<file path="src/rtl/windowed_frame_rate_meter_unit_defines.svh">
// Assertion macros shared by the frame rate meter RTL.
`ifndef WINDOWED_FRAME_RATE_METER_UNIT_DEFINES_SVH
`define WINDOWED_FRAME_RATE_METER_UNIT_DEFINES_SVH

// Checks that the consequent holds in the same cycle as the antecedent.
`define WFRM_ASSERT_SAME(label, clock, reset, ante, cons) \
  label: assert property (@(posedge clock) disable iff (reset) (ante) |-> (cons)) \
    else $error("frame rate meter assertion failed");

// Checks that the consequent holds in the cycle after the antecedent.
`define WFRM_ASSERT_NEXT(label, clock, reset, ante, cons) \
  label: assert property (@(posedge clock) disable iff (reset) (ante) |=> (cons)) \
    else $error("frame rate meter assertion failed");

`endif

</file>
<file path="src/rtl/wfrm_pkg.sv">
// Package with the widths and constants of the frame rate meter.
package wfrm_pkg;

  localparam int TIME_W = 24;
  localparam int CFG_W = 16;
  localparam int FPS_W = 16;
  localparam int HELD_W = 5;
  localparam int IN_DATA_W = 24;
  localparam int OUT_DATA_W = 24;

  localparam longint unsigned MICROS_PER_SECOND = 64'd1000000;
  localparam logic [CFG_W-1:0] MIN_TIME_FLOOR = 16'd16;
  localparam logic [CFG_W-1:0] MIN_TIME_RESET = 16'd100;

  localparam int WINDOW_DEPTH_DEFAULT = 16;
  localparam int RATE_FRAC_BITS_DEFAULT = 10;

endpackage

</file>
<file path="src/rtl/windowed_frame_rate_meter_unit.sv">
// Windowed frame rate meter: moving average of the reciprocal frame time.
//
// The s_axis channel takes one beat per frame, carrying the frame time in
// microseconds. The time is raised to the configured minimum, turned into a
// fixed-point rate 1e6/time and pushed into a ring of the last WINDOW_DEPTH
// samples. For each beat in, one beat leaves on m_axis with the window mean
// rounded half up to an integer rate, together with the number of samples held.
// The cfg channel writes the minimum frame time; it is always ready and should
// only be written while the block is idle.
// One bit-serial restoring divider does both divisions, one quotient bit per
// cycle. A new beat is only accepted once the result of the last one has been
// loaded into the m_axis register, and s_axis_tready rises in the same cycle
// as m_axis_tvalid.
// A new beat is taken while an earlier result still waits on m_axis; the block
// only holds its next result when the receiver has not taken the last one.
// Reset empties the window and sets the minimum frame time to 100 us.
`include "windowed_frame_rate_meter_unit_defines.svh"

module windowed_frame_rate_meter_unit
  import wfrm_pkg::*;
#(
  parameter int WINDOW_DEPTH = WINDOW_DEPTH_DEFAULT,
  parameter int RATE_FRAC_BITS = RATE_FRAC_BITS_DEFAULT
) (
  input  logic                  clk,
  input  logic                  rst,
  input  logic                  s_axis_tvalid,
  output logic                  s_axis_tready,
  input  logic [IN_DATA_W-1:0]  s_axis_tdata,   // [23:0] frame_time_us
  output logic                  m_axis_tvalid,
  input  logic                  m_axis_tready,
  output logic [OUT_DATA_W-1:0] m_axis_tdata,   // [15:0] fps_rounded, [20:16] samples_held
  input  logic                  cfg_valid,
  output logic                  cfg_ready,
  input  logic [CFG_W-1:0]      cfg_data
);

  localparam int SAMPLE_W = 16 + RATE_FRAC_BITS;
  localparam int SUM_W = SAMPLE_W + $clog2(WINDOW_DEPTH);
  localparam int DIV1_W = 20 + RATE_FRAC_BITS;
  localparam int NUM_W = SUM_W + 2;
  localparam int DIV_W = (DIV1_W > NUM_W) ? DIV1_W : NUM_W;
  localparam int ITER_W = $clog2(DIV_W + 1);
  localparam int SLOT_W = $clog2(WINDOW_DEPTH);
  localparam int FILL_W = $clog2(WINDOW_DEPTH + 1);
  localparam logic [DIV_W-1:0] RATE_NUM = DIV_W'(MICROS_PER_SECOND << RATE_FRAC_BITS);
  localparam logic [SLOT_W-1:0] LAST_SLOT = SLOT_W'(WINDOW_DEPTH - 1);
  localparam logic [FILL_W-1:0] FULL_COUNT = FILL_W'(WINDOW_DEPTH);

  localparam logic [2:0] S_IDLE = 3'd0;
  localparam logic [2:0] S_DIV1 = 3'd1;
  localparam logic [2:0] S_SUB  = 3'd2;
  localparam logic [2:0] S_ADD  = 3'd3;
  localparam logic [2:0] S_NUM  = 3'd4;
  localparam logic [2:0] S_DIV2 = 3'd5;
  localparam logic [2:0] S_OUT  = 3'd6;

  logic [2:0]          state;
  logic [CFG_W-1:0]    min_time;
  logic [SLOT_W-1:0]   write_slot;
  logic [FILL_W-1:0]   fill_count;
  logic [SUM_W-1:0]    window_sum;
  logic [SAMPLE_W-1:0] sample_ring [WINDOW_DEPTH];
  logic [SAMPLE_W-1:0] old_sample;
  logic [SAMPLE_W-1:0] sample;
  logic [DIV_W-1:0]    quo;
  logic [TIME_W-1:0]   rem;
  logic [TIME_W-1:0]   dsr;
  logic [ITER_W-1:0]   iter;
  logic [FPS_W-1:0]    fps_out;
  logic [HELD_W-1:0]   held_out;

  logic                in_beat;
  logic [TIME_W-1:0]   frame_time;
  logic [TIME_W:0]     rem_shift;
  logic [TIME_W+1:0]   trial;
  logic                ring_full;
  logic                out_free;

  assign s_axis_tready = (state == S_IDLE);
  assign cfg_ready = 1'b1;
  assign in_beat = s_axis_tvalid && s_axis_tready;
  assign ring_full = (fill_count == FULL_COUNT);
  assign out_free = !m_axis_tvalid || m_axis_tready;
  assign m_axis_tdata = {{(OUT_DATA_W - FPS_W - HELD_W){1'b0}}, held_out, fps_out};

  always_comb begin
    frame_time = s_axis_tdata[TIME_W-1:0];
    if (frame_time < TIME_W'(min_time)) begin
      frame_time = TIME_W'(min_time);
    end
    rem_shift = {rem, quo[DIV_W-1]};
    trial = {1'b0, rem_shift} - {2'b00, dsr};
  end

  always_ff @(posedge clk) begin
    if (rst) begin
      min_time <= MIN_TIME_RESET;
    end else if (cfg_valid && cfg_ready) begin
      min_time <= (cfg_data < MIN_TIME_FLOOR) ? MIN_TIME_FLOOR : cfg_data;
    end
  end

  always_ff @(posedge clk) begin
    if (in_beat) begin
      old_sample <= sample_ring[write_slot];
    end
    if (state == S_ADD) begin
      sample_ring[write_slot] <= sample;
    end
  end

  always_ff @(posedge clk) begin
    if (rst) begin
      state <= S_IDLE;
      write_slot <= '0;
      fill_count <= '0;
      window_sum <= '0;
      m_axis_tvalid <= 1'b0;
    end else begin
      if (m_axis_tvalid && m_axis_tready && state != S_OUT) begin
        m_axis_tvalid <= 1'b0;
      end
      case (state)
        S_IDLE: begin
          if (in_beat) begin
            quo <= RATE_NUM;
            rem <= '0;
            dsr <= frame_time;
            iter <= ITER_W'(DIV_W);
            state <= S_DIV1;
          end
        end
        S_DIV1, S_DIV2: begin
          if (iter != '0) begin
            if (!trial[TIME_W+1]) begin
              rem <= trial[TIME_W-1:0];
            end else begin
              rem <= rem_shift[TIME_W-1:0];
            end
            quo <= {quo[DIV_W-2:0], !trial[TIME_W+1]};
            iter <= iter - 1'b1;
          end else if (state == S_DIV1) begin
            sample <= quo[SAMPLE_W-1:0];
            state <= S_SUB;
          end else begin
            state <= S_OUT;
          end
        end
        S_SUB: begin
          if (ring_full) begin
            window_sum <= window_sum - SUM_W'(old_sample);
          end
          state <= S_ADD;
        end
        S_ADD: begin
          window_sum <= window_sum + SUM_W'(sample);
          write_slot <= (write_slot == LAST_SLOT) ? '0 : write_slot + 1'b1;
          if (!ring_full) begin
            fill_count <= fill_count + 1'b1;
          end
          state <= S_NUM;
        end
        S_NUM: begin
          quo <= DIV_W'({window_sum, 1'b0}) + (DIV_W'(fill_count) << RATE_FRAC_BITS);
          rem <= '0;
          dsr <= TIME_W'(fill_count);
          iter <= ITER_W'(DIV_W);
          state <= S_DIV2;
        end
        S_OUT: begin
          if (out_free) begin
            fps_out <= FPS_W'(quo >> (RATE_FRAC_BITS + 1));
            held_out <= HELD_W'(fill_count);
            m_axis_tvalid <= 1'b1;
            state <= S_IDLE;
          end
        end
        default: begin
          state <= S_IDLE;
        end
      endcase
    end
  end

  `WFRM_ASSERT_NEXT(a_accept_starts_divide, clk, rst, in_beat, state == S_DIV1)
  `WFRM_ASSERT_NEXT(a_pending_result_held, clk, rst,
                    state == S_OUT && m_axis_tvalid && !m_axis_tready, state == S_OUT)
  `WFRM_ASSERT_SAME(a_remainder_below_divisor, clk, rst,
                    state == S_DIV1 || state == S_DIV2, rem < dsr)
  `WFRM_ASSERT_SAME(a_result_has_samples, clk, rst, m_axis_tvalid,
                    fill_count != '0 && fill_count <= FULL_COUNT)

endmodule
</file>
<file path="config.mk">
export PLATFORM = sky130hd
export DESIGN_NAME = windowed_frame_rate_meter_unit
export DESIGN_NICKNAME = d
export VERILOG_FILES = /design/src/rtl/wfrm_pkg.sv /design/src/rtl/windowed_frame_rate_meter_unit.sv
export VERILOG_INCLUDE_DIRS = /design/src /design/src/rtl
export SDC_FILE = /design/constraint.sdc
export NUM_CORES = 1
export LEC_CHECK = 0
export BUFFER_PORTS_ARGS = -buffer_cell sky130_fd_sc_hd__buf_2
export CORE_MARGIN = 5
export CORE_UTILIZATION = 50
export DETAILED_ROUTE_END_ITERATION = 16
export GPL_ROUTABILITY_DRIVEN = 1
export GPL_TIMING_DRIVEN = 0
export PLACE_DENSITY_LB_ADDON = 0.08
export RECOVER_POWER = 100
export SYNTH_ARGS = -nofsm -noshare
export SYNTH_HDL_FRONTEND = slang
export SYNTH_SLANG_ARGS = --single-unit
</file>
<file path="constraint.sdc">
create_clock -name clk -period 12 [get_ports clk]
set_clock_uncertainty 0.05 [all_clocks]
set_input_delay 1.2 -clock clk [delete_from_list [all_inputs] [get_ports clk]]
set_output_delay 1.2 -clock clk [all_outputs]
set_load 0.02 [all_outputs]
</file>
==> impl_metrics.env <==
export IMPL_cts_sinks=634
export IMPL_setup_viol=0
export IMPL_die_h_um=248
export IMPL_grt_pass1_wl_um=105000
export IMPL_fin_crit_ns=5.42
export IMPL_row_count=87
export IMPL_post_place_ws_ns=6.73
export IMPL_wl_per_cell_um=24.6
export IMPL_synthAdderAreaFrac_pct=4.11
export IMPL_grt_max_degree=27
export IMPL_ys_types=76
export IMPL_gp_congestion=0.913
export IMPL_hold_viol_final=0
export IMPL_hold_class="reg2reg"
export IMPL_synth_edf_count=575
export IMPL_drc=0
export IMPL_ys_ff_latch=634
export IMPL_reg2reg_slack_ns=6.58
export IMPL_vdd_drop_max_mv=0.110
export IMPL_synth_mux_area_share_pct=11.4
export IMPL_critical_path_startpoint="state[2]"
export IMPL_synth_compound_area_share_pct=6.76
export IMPL_hold_buffers=0
export IMPL_end_kind="flop"
export IMPL_drv_cap=14
export IMPL_startpoint_type="flop"
export IMPL_syn_area_um2=28300
export IMPL_die_w_um=248
export IMPL_rr_startpoint="state[2]"
export IMPL_final_layout_size_suffix_gt1_share_pct=14.0
export IMPL_hold_depth=0
export IMPL_relSlewSlack_pct=-46.9
export IMPL_clkLatencyLatePin_ns=0.62
export IMPL_critPathArrivalTime_ns=5.92
export IMPL_drt_pass1_iterations=5
export IMPL_yosysSeqAreaShare_pct=65.3
export IMPL_first_iter_violations=1280
export IMPL_syn_to_final_growth_pct=12.6
export IMPL_grt_usage_pct=23.2
export IMPL_slew_violations=235
export IMPL_critPathRequiredTime_ns=12.51
export IMPL_ctsHtreeMaxLevel=3
export IMPL_syn_inst=1885
export IMPL_clockBufferDepth=3
export IMPL_worstMarginPinSlew_ns=2.20
export IMPL_grt_antenna_before_repair=0
export IMPL_final_nets=2198
export IMPL_cts_root_buffer="clkbuf_16"
export IMPL_p_per_area_nw_per_um2=146
export IMPL_yosysWarnings=0
export IMPL_crit_fanout=10
export IMPL_core_um2=56200
export IMPL_initial_core_util_pct=50.3
export IMPL_cts_resized=0
export IMPL_synth_top_family_by_area="multiplexers"
export IMPL_dieArea_um2=61400
export IMPL_numCtsBuffers=68
export IMPL_nFillCells=4597
export IMPL_overflow=0
export IMPL_fmax_ghz=0.185
export IMPL_cts_setup_buffers=0
export IMPL_crit_type="reg2reg"
export IMPL_fin_ws_ns=6.58
export IMPL_synthArstFlopShare_pct=0
export IMPL_viasPerCell=5.82
export IMPL_violations="capacitance limit, slew limit"
export IMPL_finalWirelength_um=70600
export IMPL_cts_tree="done"
export IMPL_rsz0062_at_grt="no"
export IMPL_r2r_cells=19
export IMPL_synthFlopType="edfxtp_1"
export IMPL_cts_clk_slew_worst_paths_ns=0.06
export IMPL_vias=16700
export IMPL_grt_pass1_vias=16900
export IMPL_synth_xor_area_share_pct=2.76
export IMPL_syn_avg_cell_area_um2=15.0
export IMPL_endpoint="window_sum[24]"
export IMPL_final_period_utilization_pct=45.1
export IMPL_ant_nets=0
export IMPL_synth_simple_area_share_pct=7.48
export IMPL_status="finished, violations left"
export IMPL_r2r_end="window_sum[24]"
export IMPL_port_buffers=66
export IMPL_dpl_hpwl_um=49700
export IMPL_ios=72
export IMPL_leakage_uw=0.0107
export IMPL_final_util_pct=56.7
==> critical path, stage by stage (launching register included) <==
cell      delay (ns)
dfxtp_1         0.29
clkbuf_1        0.21
nor2b_1         0.26
and2_0          0.25
clkbuf_1        0.49
clkbuf_1        0.59
nand2_1         0.11
o21ai_0         0.14
ha_1            0.23
inv_1           0.05
fa_1            0.37
nor2b_1         0.22
o211ai_1        0.12
a21boi_0        0.30
nor2_1          0.12
o21ai_0         0.54
a41o_1          0.34
a31oi_1         0.17
or4_1           0.44
nand4_1         0.09
==> state kept, by name, indices dropped and copies added (netlist names) <==
signal / flops
sample: 26
m_axis_tvalid: 1
dsr: 24
quo: 32
rem: 24
sample_ring: 416
fill_count: 5
iter: 6
fps_out: 16
min_time: 16
write_slot: 4
window_sum: 30
old_sample: 26
held_out: 5
state: 3
==> routing by layer <==
layer	vias up	track usage, %	share of wire [%]
met5	-	0	0
met4	0	6.17	2.5
met3	114	3.67	4.5
met2	416	38.8	49
met1	8593	32.3	44
li1	7600	-	-
==> stage by stage <==
step | hold WS [ns] | instances | power, uW | cell area [um^2] | TNS (ns)
after floorplan | 0.376 | 1887 | 2610 | 28300 | 0
after global placement | 0.387 | 2709 | 2670 | 29500 | -118.10
after detailed placement | 0.386 | 2748 | 2670 | 30100 | 0
after CTS | 0.399 | 2873 | 4700 | 32300 | 0
after global routing | 0.407 | 2873 | 4820 | 31800 | 0
final | 0.405 | 2874 | 4660 | 31800 | 0
==> placed cells by master (no fill, tap or decap), types with 6 or more instances in the layout <==
master and n:
a211oi_1 12, a21o_1 36, a21oi_1 129, a22o_1 12
a31oi_1 13, and2_0 8, and2_1 6, and3_1 10
and4_1 6, buf_1 9, buf_2 43, clkbuf_1 156
clkbuf_16 68, clkinv_1 7, clkinv_2 15, dfxtp_1 59
edfxtp_1 575, ha_1 88, inv_1 65, mux2i_1 28
mux4_2 130, nand2_1 145, nand2b_1 11, nand3_1 27
nand4_1 14, nor2_1 139, nor2b_1 14, nor3_1 27
nor4_1 11, o21a_1 7, o21ai_0 52, o21bai_1 7
or3_1 7, xnor2_1 44, xor2_1 45
==> Yosys cell counts, types with 6 or more instances <==
library cell,instances,area (um^2)
buf_1,14,52.6
a21oi_1,128,641
a21o_1,36,270
a22o_1,12,105
dfxtp_1,59,1180
nand2_1,145,544
nand4_1,14,87.6
mux4_2,130,2930
and3_1,10,62.6
a31oi_1,12,75.1
o21a_1,7,52.6
xnor2_1,44,385
nand3_1,27,135
o21ai_0,50,250
a211oi_1,12,90.1
nor4_1,11,68.8
buf_2,10,50.1
and4_1,6,52.6
nand2b_1,11,68.8
nor3_1,27,135
mux2i_1,28,280
ha_1,88,1100
or3_1,6,37.5
nor2b_1,14,87.6
inv_1,65,244
nor2_1,139,522
clkbuf_1,61,229
and2_1,14,87.6
o21bai_1,7,52.6
edfxtp_1,575,17300
xor2_1,45,394
==> kinds of logic after synthesis <==
logic type,count (synthesis)
xor+xnor,89
buf+inv,156
other cells,2
simple gates,448
compound gates,307
fa+ha+maj,91
mux,158
flops,634
==> power breakdown <==
part	internal (uW)	switching, uW
sequential	2410	19.7
clock	1150	880
combinational	73.8	121
total	3640	1020
==> worst min-delay path by stage <==
stage                       start           to  slack (ns)
after floorplan           quo[10]   sample[10]        0.38
after global placement     quo[1]    sample[1]        0.39
after detailed placement  quo[26]  fps_out[15]        0.39
after CTS                 quo[26]  fps_out[15]        0.40
after global routing      quo[26]  fps_out[15]        0.41
final                     quo[26]  fps_out[15]        0.40
==> final cells by class <==
cell class              count  area [um^2]  share of cell area (%)
clock buffers              89         1810                    5.69
multi-input cells        1097         9170                    28.8
well taps                 756          946                    2.97
repair buffers            105          447                    1.40
inverters                  65          244                   0.767
plain buffers              91          373                    1.17
flip-flops and latches    634        18400                    58.0
clock inverters            36          384                    1.21
diodes                      1         2.50                 0.00786
Note: power is estimated with default switching activity, not from simulation.
